**src/rtl/wnm_pkg.sv**
```systemverilog
`timescale 1ns / 1ps
// ----------------------------------------------------------------------------
// wnm_pkg
// Shared constants and types for the wildcard name matcher: the wildcard
// characters, the pattern register widths and the configuration register indexes.
// ----------------------------------------------------------------------------
package wnm_pkg;

	localparam logic [7:0] STAR_CHAR = 8'h2A;
	localparam logic [7:0] ANY_CHAR  = 8'h2E;

	localparam int PATTERN_BYTES_W = 64;
	localparam int PATTERN_COUNT_W = 4;

	typedef enum logic [1:0] {
		REG_PATTERN_BYTES  = 2'd0,
		REG_PATTERN_COUNT  = 2'd1,
		REG_PATTERN_ENABLE = 2'd2
	} cfg_reg_t;

endpackage

```
**src/rtl/wnm_nfa_step.sv**
```systemverilog
`timescale 1ns / 1ps
// ----------------------------------------------------------------------------
// wnm_nfa_step
// One character step of the bit-vector NFA: close the active set over
// stars, advance on the name byte, close again. Also gives the re-armed set
// and whether the final position is reached.
// ----------------------------------------------------------------------------
module wnm_nfa_step #(
	parameter int PATTERN_LEN = 8
) (
	input  logic [PATTERN_LEN:0]                 active,
	input  logic [7:0]                           name_byte,
	input  logic [wnm_pkg::PATTERN_BYTES_W-1:0]  pattern_bytes,
	input  logic [wnm_pkg::PATTERN_COUNT_W-1:0]  pattern_count,
	output logic [PATTERN_LEN:0]                 next_set,
	output logic [PATTERN_LEN:0]                 rearm_set,
	output logic                                 hit
);
	import wnm_pkg::*;

	localparam int CW = $clog2(PATTERN_LEN + 1);

	logic [CW-1:0]          used_len;
	logic [PATTERN_LEN:0]   live;
	logic [PATTERN_LEN-1:0] star;
	logic [PATTERN_LEN-1:0] advance;
	logic [PATTERN_LEN:0]   cur;
	logic [PATTERN_LEN:0]   raw_next;

	function automatic logic [PATTERN_LEN:0] close_stars(
		input logic [PATTERN_LEN:0]   set_in,
		input logic [PATTERN_LEN:0]   live_in,
		input logic [PATTERN_LEN-1:0] star_in
	);
		logic [PATTERN_LEN:0] s;
		s = set_in & live_in;
		for (int i = 0; i < PATTERN_LEN; i++) begin
			if (s[i] && star_in[i]) begin
				s[i+1] = 1'b1;
			end
		end
		return s;
	endfunction

	always_comb begin
		if (pattern_count > PATTERN_COUNT_W'(PATTERN_LEN)) begin
			used_len = CW'(PATTERN_LEN);
		end else begin
			used_len = pattern_count[CW-1:0];
		end
	end

	always_comb begin
		for (int i = 0; i <= PATTERN_LEN; i++) begin
			live[i] = (i <= int'(used_len));
		end
		for (int i = 0; i < PATTERN_LEN; i++) begin
			star[i]    = (i < int'(used_len)) && (pattern_bytes[8*i +: 8] == STAR_CHAR);
			advance[i] = (i < int'(used_len)) && !star[i] &&
				((pattern_bytes[8*i +: 8] == ANY_CHAR) ||
				 (pattern_bytes[8*i +: 8] == name_byte));
		end
	end

	always_comb begin
		cur      = close_stars(active, live, star);
		raw_next = '0;
		for (int i = 0; i < PATTERN_LEN; i++) begin
			if (cur[i] && star[i]) begin
				raw_next[i] = 1'b1;
			end
			if (cur[i] && advance[i]) begin
				raw_next[i+1] = 1'b1;
			end
		end
		next_set  = close_stars(raw_next, live, star);
		rearm_set = close_stars((PATTERN_LEN+1)'(1), live, star);
		hit       = next_set[used_len];
	end

endmodule

```
**src/rtl/wildcard_name_matcher.sv**
```systemverilog
`timescale 1ns / 1ps
// ----------------------------------------------------------------------------
// wildcard_name_matcher
// Flow: the final name byte is registered in byte_s1/end_s1, then its result
// in match_valid/matched. Throughput: one name byte per cycle while name_stall
// is low; the active set updates once per byte through a single NFA step.
// Reset: pattern registers clear to zero (pattern disabled, empty), the
// active set holds position zero only, no request is in flight.
// ----------------------------------------------------------------------------
// Matches a streamed file name against a wildcard pattern ('*' any run,
// '.' any byte) and reports the outcome on the last byte of each name.
// ----------------------------------------------------------------------------
module wildcard_name_matcher #(
	parameter int PATTERN_LEN = 8
) (
	input  logic                                 clk,
	input  logic                                 arst_n,
	input  logic                                 cfg_valid,
	output logic                                 cfg_ready,
	input  logic [1:0]                           cfg_index,
	input  logic [wnm_pkg::PATTERN_BYTES_W-1:0]  cfg_data,
	input  logic                                 name_valid,
	output logic                                 name_stall,
	input  logic [7:0]                           name_byte,
	input  logic                                 name_end,
	output logic                                 match_valid,
	input  logic                                 match_stall,
	output logic                                 matched
);
	import wnm_pkg::*;

	logic [PATTERN_BYTES_W-1:0] pattern_bytes_q;
	logic [PATTERN_COUNT_W-1:0] pattern_count_q;
	logic                       pattern_enable_q;

	logic                 valid_s1;
	logic [7:0]           byte_s1;
	logic                 end_s1;
	logic [PATTERN_LEN:0] active_q;
	logic                 match_valid_q;
	logic                 matched_q;

	logic [PATTERN_LEN:0] next_set;
	logic [PATTERN_LEN:0] rearm_set;
	logic                 hit;
	logic                 adv;

	assign cfg_ready = 1'b1;

	always_ff @(posedge clk or negedge arst_n) begin
		if (!arst_n) begin
			pattern_bytes_q  <= '0;
			pattern_count_q  <= '0;
			pattern_enable_q <= 1'b0;
		end else if (cfg_valid && cfg_ready) begin
			case (cfg_reg_t'(cfg_index))
				REG_PATTERN_BYTES:  pattern_bytes_q  <= cfg_data;
				REG_PATTERN_COUNT:  pattern_count_q  <= cfg_data[PATTERN_COUNT_W-1:0];
				REG_PATTERN_ENABLE: pattern_enable_q <= cfg_data[0];
				default: ;
			endcase
		end
	end

	wnm_nfa_step #(
		.PATTERN_LEN(PATTERN_LEN)
	) u_step (
		.active        (active_q),
		.name_byte     (byte_s1),
		.pattern_bytes (pattern_bytes_q),
		.pattern_count (pattern_count_q),
		.next_set      (next_set),
		.rearm_set     (rearm_set),
		.hit           (hit)
	);

	assign adv        = valid_s1 && (!end_s1 || !match_valid_q || !match_stall);
	assign name_stall = valid_s1 && !adv;

	always_ff @(posedge clk or negedge arst_n) begin
		if (!arst_n) begin
			valid_s1 <= 1'b0;
		end else if (!name_stall) begin
			valid_s1 <= name_valid;
		end
	end

	always_ff @(posedge clk) begin
		if (!name_stall) begin
			byte_s1 <= name_byte;
			end_s1  <= name_end;
		end
	end

	always_ff @(posedge clk or negedge arst_n) begin
		if (!arst_n) begin
			active_q <= (PATTERN_LEN+1)'(1);
		end else if (adv) begin
			active_q <= end_s1 ? rearm_set : next_set;
		end
	end

	always_ff @(posedge clk or negedge arst_n) begin
		if (!arst_n) begin
			match_valid_q <= 1'b0;
		end else if (!match_valid_q || !match_stall) begin
			match_valid_q <= adv && end_s1;
		end
	end

	always_ff @(posedge clk) begin
		if (adv && end_s1) begin
			matched_q <= pattern_enable_q && hit;
		end
	end

	assign match_valid = match_valid_q;
	assign matched     = matched_q;

	a_end_gives_result: assert property (@(posedge clk) disable iff (!arst_n)
		(adv && end_s1) |=> match_valid_q)
		else $error("final byte did not produce a result");

	a_match_needs_enable: assert property (@(posedge clk) disable iff (!arst_n)
		(match_valid_q && matched_q) |-> pattern_enable_q)
		else $error("match reported with pattern disabled");

	a_stall_only_when_held: assert property (@(posedge clk) disable iff (!arst_n)
		name_stall |-> (valid_s1 && end_s1 && match_valid_q && match_stall))
		else $error("input stalled without a blocked result");

	a_rearm_after_end: assert property (@(posedge clk) disable iff (!arst_n)
		(adv && end_s1) |=> active_q[0])
		else $error("active set not re-armed after final byte");

endmodule

```
**config.mk**
```make
export PLATFORM = sky130hd
export DESIGN_NAME = wildcard_name_matcher
export DESIGN_NICKNAME = d
export VERILOG_FILES = /design/src/rtl/wnm_pkg.sv /design/src/rtl/wnm_nfa_step.sv /design/src/rtl/wildcard_name_matcher.sv
export SDC_FILE = /design/constraint.sdc
export NUM_CORES = 1
export LEC_CHECK = 0
export ABC_AREA = 1
export BUFFER_PORTS_ARGS = -buffer_cell sky130_fd_sc_hd__buf_2
export CORE_UTILIZATION = 30
export CTS_CLUSTER_SIZE = 16
export DETAILED_ROUTE_END_ITERATION = 8
export PLACE_DENSITY = 0.49
export SLEW_MARGIN = 10
export SYNTH_ARGS = -nofsm -noshare
export SYNTH_HDL_FRONTEND = slang
export SYNTH_SLANG_ARGS = --single-unit
```
**constraint.sdc**
```tcl
create_clock -name clk -period 4.62 [get_ports clk]
set_input_delay 0.924 -clock clk [delete_from_list [all_inputs] [get_ports clk]]
set_output_delay 0.924 -clock clk [all_outputs]
set_load 0.005 [all_outputs]
```
==> reports/results.txt <==
During synthesis, Yosys emitted a total of 0 warnings. The die covers 17,400 um^2. Setup repair after global routing left no endpoint under its margin. STA classifies the critical path endpoint as a flip-flop. The final-layout setup total negative slack was 0 ps; the clock sink total was 89. The maximum net fanout on the critical path is 8, and the total number of H-tree levels is 3. The tools report the worst-case clock skew as 15.4 ps.

The data arrival time of the critical path was 2880 ps. Ranked by instance count, the synthesized netlist is headed by nand2_1, dfrtp_1, nor2_1. In the post-synthesis netlist, the cell with the most instances is nand2_1.

TritonCTS built the clock tree. At the worst endpoint, the required time is 4830 ps. TritonCTS created 9 clock buffers. The setup path with the least slack is of type reg -> reg.

The floorplan core area is 16,500 um^2. The top cell type by area accounts for 38.6% of the synthesized area. Slew of the pin with the lowest slew margin: 797 ps. The worst path uses 57.8% of the clock period. For the worst hold slack across all endpoints, the log shows 513 ps.

The leakage power summed over all cells was 0.00288 uW. Post-CTS repair changed the size of 0 cells. The average size of a mapped cell is 8.23 um^2. The logs give 45.0% for the share of the yosys chip area belonging to registers and 0.000166 V for the maximum vdd ir drop. For this run, the top clock speed supported by timing is 374 MHz. The via-per-instance ratio came out at 4.73. The dominant cell type by count on the critical path is nand2_1.

The flow ran to the end, and the final reports show no timing, DRC or antenna violations. The number of hold-repair buffers added at the cts stage is 0, and the count of buffers inserted at the top-level ports is 82. The routed length per placed instance came out at 15.4 um. Final critical-path required period: 2670 ps. In this run the tightest slew margin relative to its limit is 46.2%. Counting distinct cell types in the post-synthesis netlist gives 40. Broken down by cell family, the worst path's largest delay share belongs to simple AND/OR/NAND/NOR gates. The worst path buffer plus inverter count is 1. The first global-routing pass estimated 23,600 um of wire. For the post-DP HPWL, the log shows 11,100 um. Before antenna repair, the detailed router went through 8 iterations.

For this block, the initial DRC count from the detailed router was 397. The power per unit of standard cell area is 371 nW/um^2, and the area growth from synthesis to layout is 17.8%. In this run the core area contains 47 standard-cell rows. The routed layout has 4,330 vias. The largest total area in the synthesized netlist belongs to dfrtp_1. For the number of max-cap violations, the log shows 0.

The number of enable-type register cells in the synthesized netlist was 10; the source-to-sink clock delay at the later pin of the worst-skew pair was 360 ps. The number of buffers inserted to repair setup after CTS was 0; the number of instances in the synthesized netlist was 615. When the netlist entered floorplanning its net count stood at 695. The logs give 0 for the number of setup violations in the final report and 899 for the post-placement cell count. 84 I/O pins were placed.

The floorplan step set the die height to 132 um. In the global route stage, overall resource usage came out at 17.5%. The number of antenna violations at the first check in global routing is 0. The number of antenna-violating nets in the routed design was 0. Once the floorplan was initialized, standard cells occupied 30.6% of the core. The congestion estimate from routability-driven global placement came to 0.830.

The worst stage delay on the critical path was 610 ps. The share of layout cells above drive strength 1 is 25.9%. Clock tree synthesis selected as its root buffer the cell clkbuf_16.

The horizontal die dimension is 132 um. The tightest min-delay check is of the reg -> reg type. After detailed routing, the number of remaining DRC violations is 0. Predominant post-synthesis flop cell: dfrtp_1. The worst-case clock buffer depth was 2; the global-route congestion overflow total was 0. Entering global routing, the biggest net connects 59 pins. Async set-or-reset flop fraction in the synthesized netlist: 88.8%. The final instance count without filler cells was 915. The number of hold-slack violations in the final timing report was 0. Yosys attributes the largest share of cell area to dfrtp_1, nand2_1, mux2_2.

The cell area that synthesis handed to floorplanning was 5060 um^2. The via count of the first global-routing pass was 4,447; the final wirelength was 14,100 um. The net count of the finished layout is 770. The largest individual stage delay along the critical path comes from the cell edfxtp_1.

Clock-pin slew was measured on the worst setup and hold paths at 70 ps. After synthesis the netlist holds a flip-flop and latch count of 89. The worst setup path is launched from a flip-flop.

The run gives 0 as the max-slew violation count. The repair_antennas step left the layout with diodes totalling 0.
[flip-flops by register name, summed over array words and instances (netlist names)]
signal and cells:
match_valid 1, active_q 8, valid_s1 1, pattern_bytes_q 64, pattern_count_q 4, byte_s1 8
matched 1, end_s1 1, pattern_enable_q 1
[final cells by class]
| type | instances | area, um^2 |
|---|---|---|
| Clock buffer | 10 | 229 |
| Timing Repair Buffer | 84 | 428 |
| Multi-Input combinational cell | 430 | 2420 |
| Tap cell | 220 | 275 |
| Fill cell | 1746 | 10600 |
| Clock inverter | 6 | 43.8 |
| Sequential cell | 89 | 2280 |
| Inverter | 76 | 285 |
[path summary, 6_finish.rpt]
check / start / end / slack [ps] / cells after the start
min reg2reg: match_valid$_DFFE_PN0P_ / match_valid$_DFFE_PN0P_ / 510 / 2
max in group asynchronous: arst_n / active_q[6]$_DFFE_PN0P_ / 3140 / 2
min in group asynchronous: arst_n / pattern_bytes_q[16]$_DFFE_PN0P_ / 640 / 1
max reg2reg: byte_s1[7]$_DFFE_PN_ / matched$_DFFE_PP_ / 1950 / 25
min: match_valid$_DFFE_PN0P_ / match_valid$_DFFE_PN0P_ / 510 / 2
max: byte_s1[7]$_DFFE_PN_ / matched$_DFFE_PP_ / 1950 / 25
[metrics by stage]
| step | utilization [%] | area (um^2) | setup WS (ps) | power, uW |
|---|---|---|---|---|
| 2_1_floorplan | - | 5060 | 2330 | 1360 |
| 3_3_place_gp | 34.4 | 5690 | 1940 | 1540 |
| 3_5_place_dp | 34.4 | 5690 | 1950 | 1540 |
| 4_1_cts | 36.1 | 5960 | 1950 | 2240 |
| 5_1_grt | 36.1 | 5960 | 1630 | 2350 |
| 6_report | 36.1 | 5960 | 1950 | 2210 |
[layout by cell type, fill, tap and decap left out, types with 4 or more instances in the layout]
master       n
nor3_1       4
inv_1       64
nand4_1     17
inv_2       12
nor4_1       8
xor2_1       4
nand2_4      5
or2_2        6
a31oi_1      6
clkbuf_16    9
xnor2_1     25
a21oi_1     43
nand3_1     26
dfrtp_1     78
buf_2       81
o41ai_1      4
nand2_1    134
o21ai_0     11
mux2_2      29
nand2_2     15
edfxtp_1    10
nor2_1      71
[logic make-up after synthesis]
logic type	Yosys count	synth area share (%)
and+or+nand+nor	298	27.7
xor gates and xnor gates	29	5.02
other	1	0.0741
DFF	89	45.0
AOI/OAI and AO/OA	73	8.36
muxes	29	6.45
buffers and inverters	96	7.39
[routing by layer]
layer,track usage (%),vias up,part of all wire [%]
li1,-,2146,-
met1,22.6,2071,47
met2,28.8,101,48
met3,4.34,12,4.3
met4,5.43,0,1.2
met5,0,-,0
[worst reg2reg max path: stages, from the launching register on]
cell and delay, ps:
edfxtp_1 610, inv_2 170, nand2_1 60, nand2_1 50, nand2_1 50, nor2_1 120, nand2_1 80, nand2_1 90
nand3_1 70, nand3_1 120, nand2_1 80, nand2_2 100, nand2_4 50, nand2_2 60, nand2_1 80, nand2_4 80
nand2_2 60, nand2_4 70, nand2_2 50, nand2_2 70, nand2_2 60, nand2_2 70, nand2_1 50, nand2_1 70
nand2_1 50, nor2_1 100
[report_power, final]
| part | internal (uW) | switching [uW] |
|---|---|---|
| sequential | 915 | 139 |
| clock | 368 | 323 |
| combinational | 204 | 263 |
| total | 1490 | 725 |
Note: power is estimated with default switching activity, not from simulation.
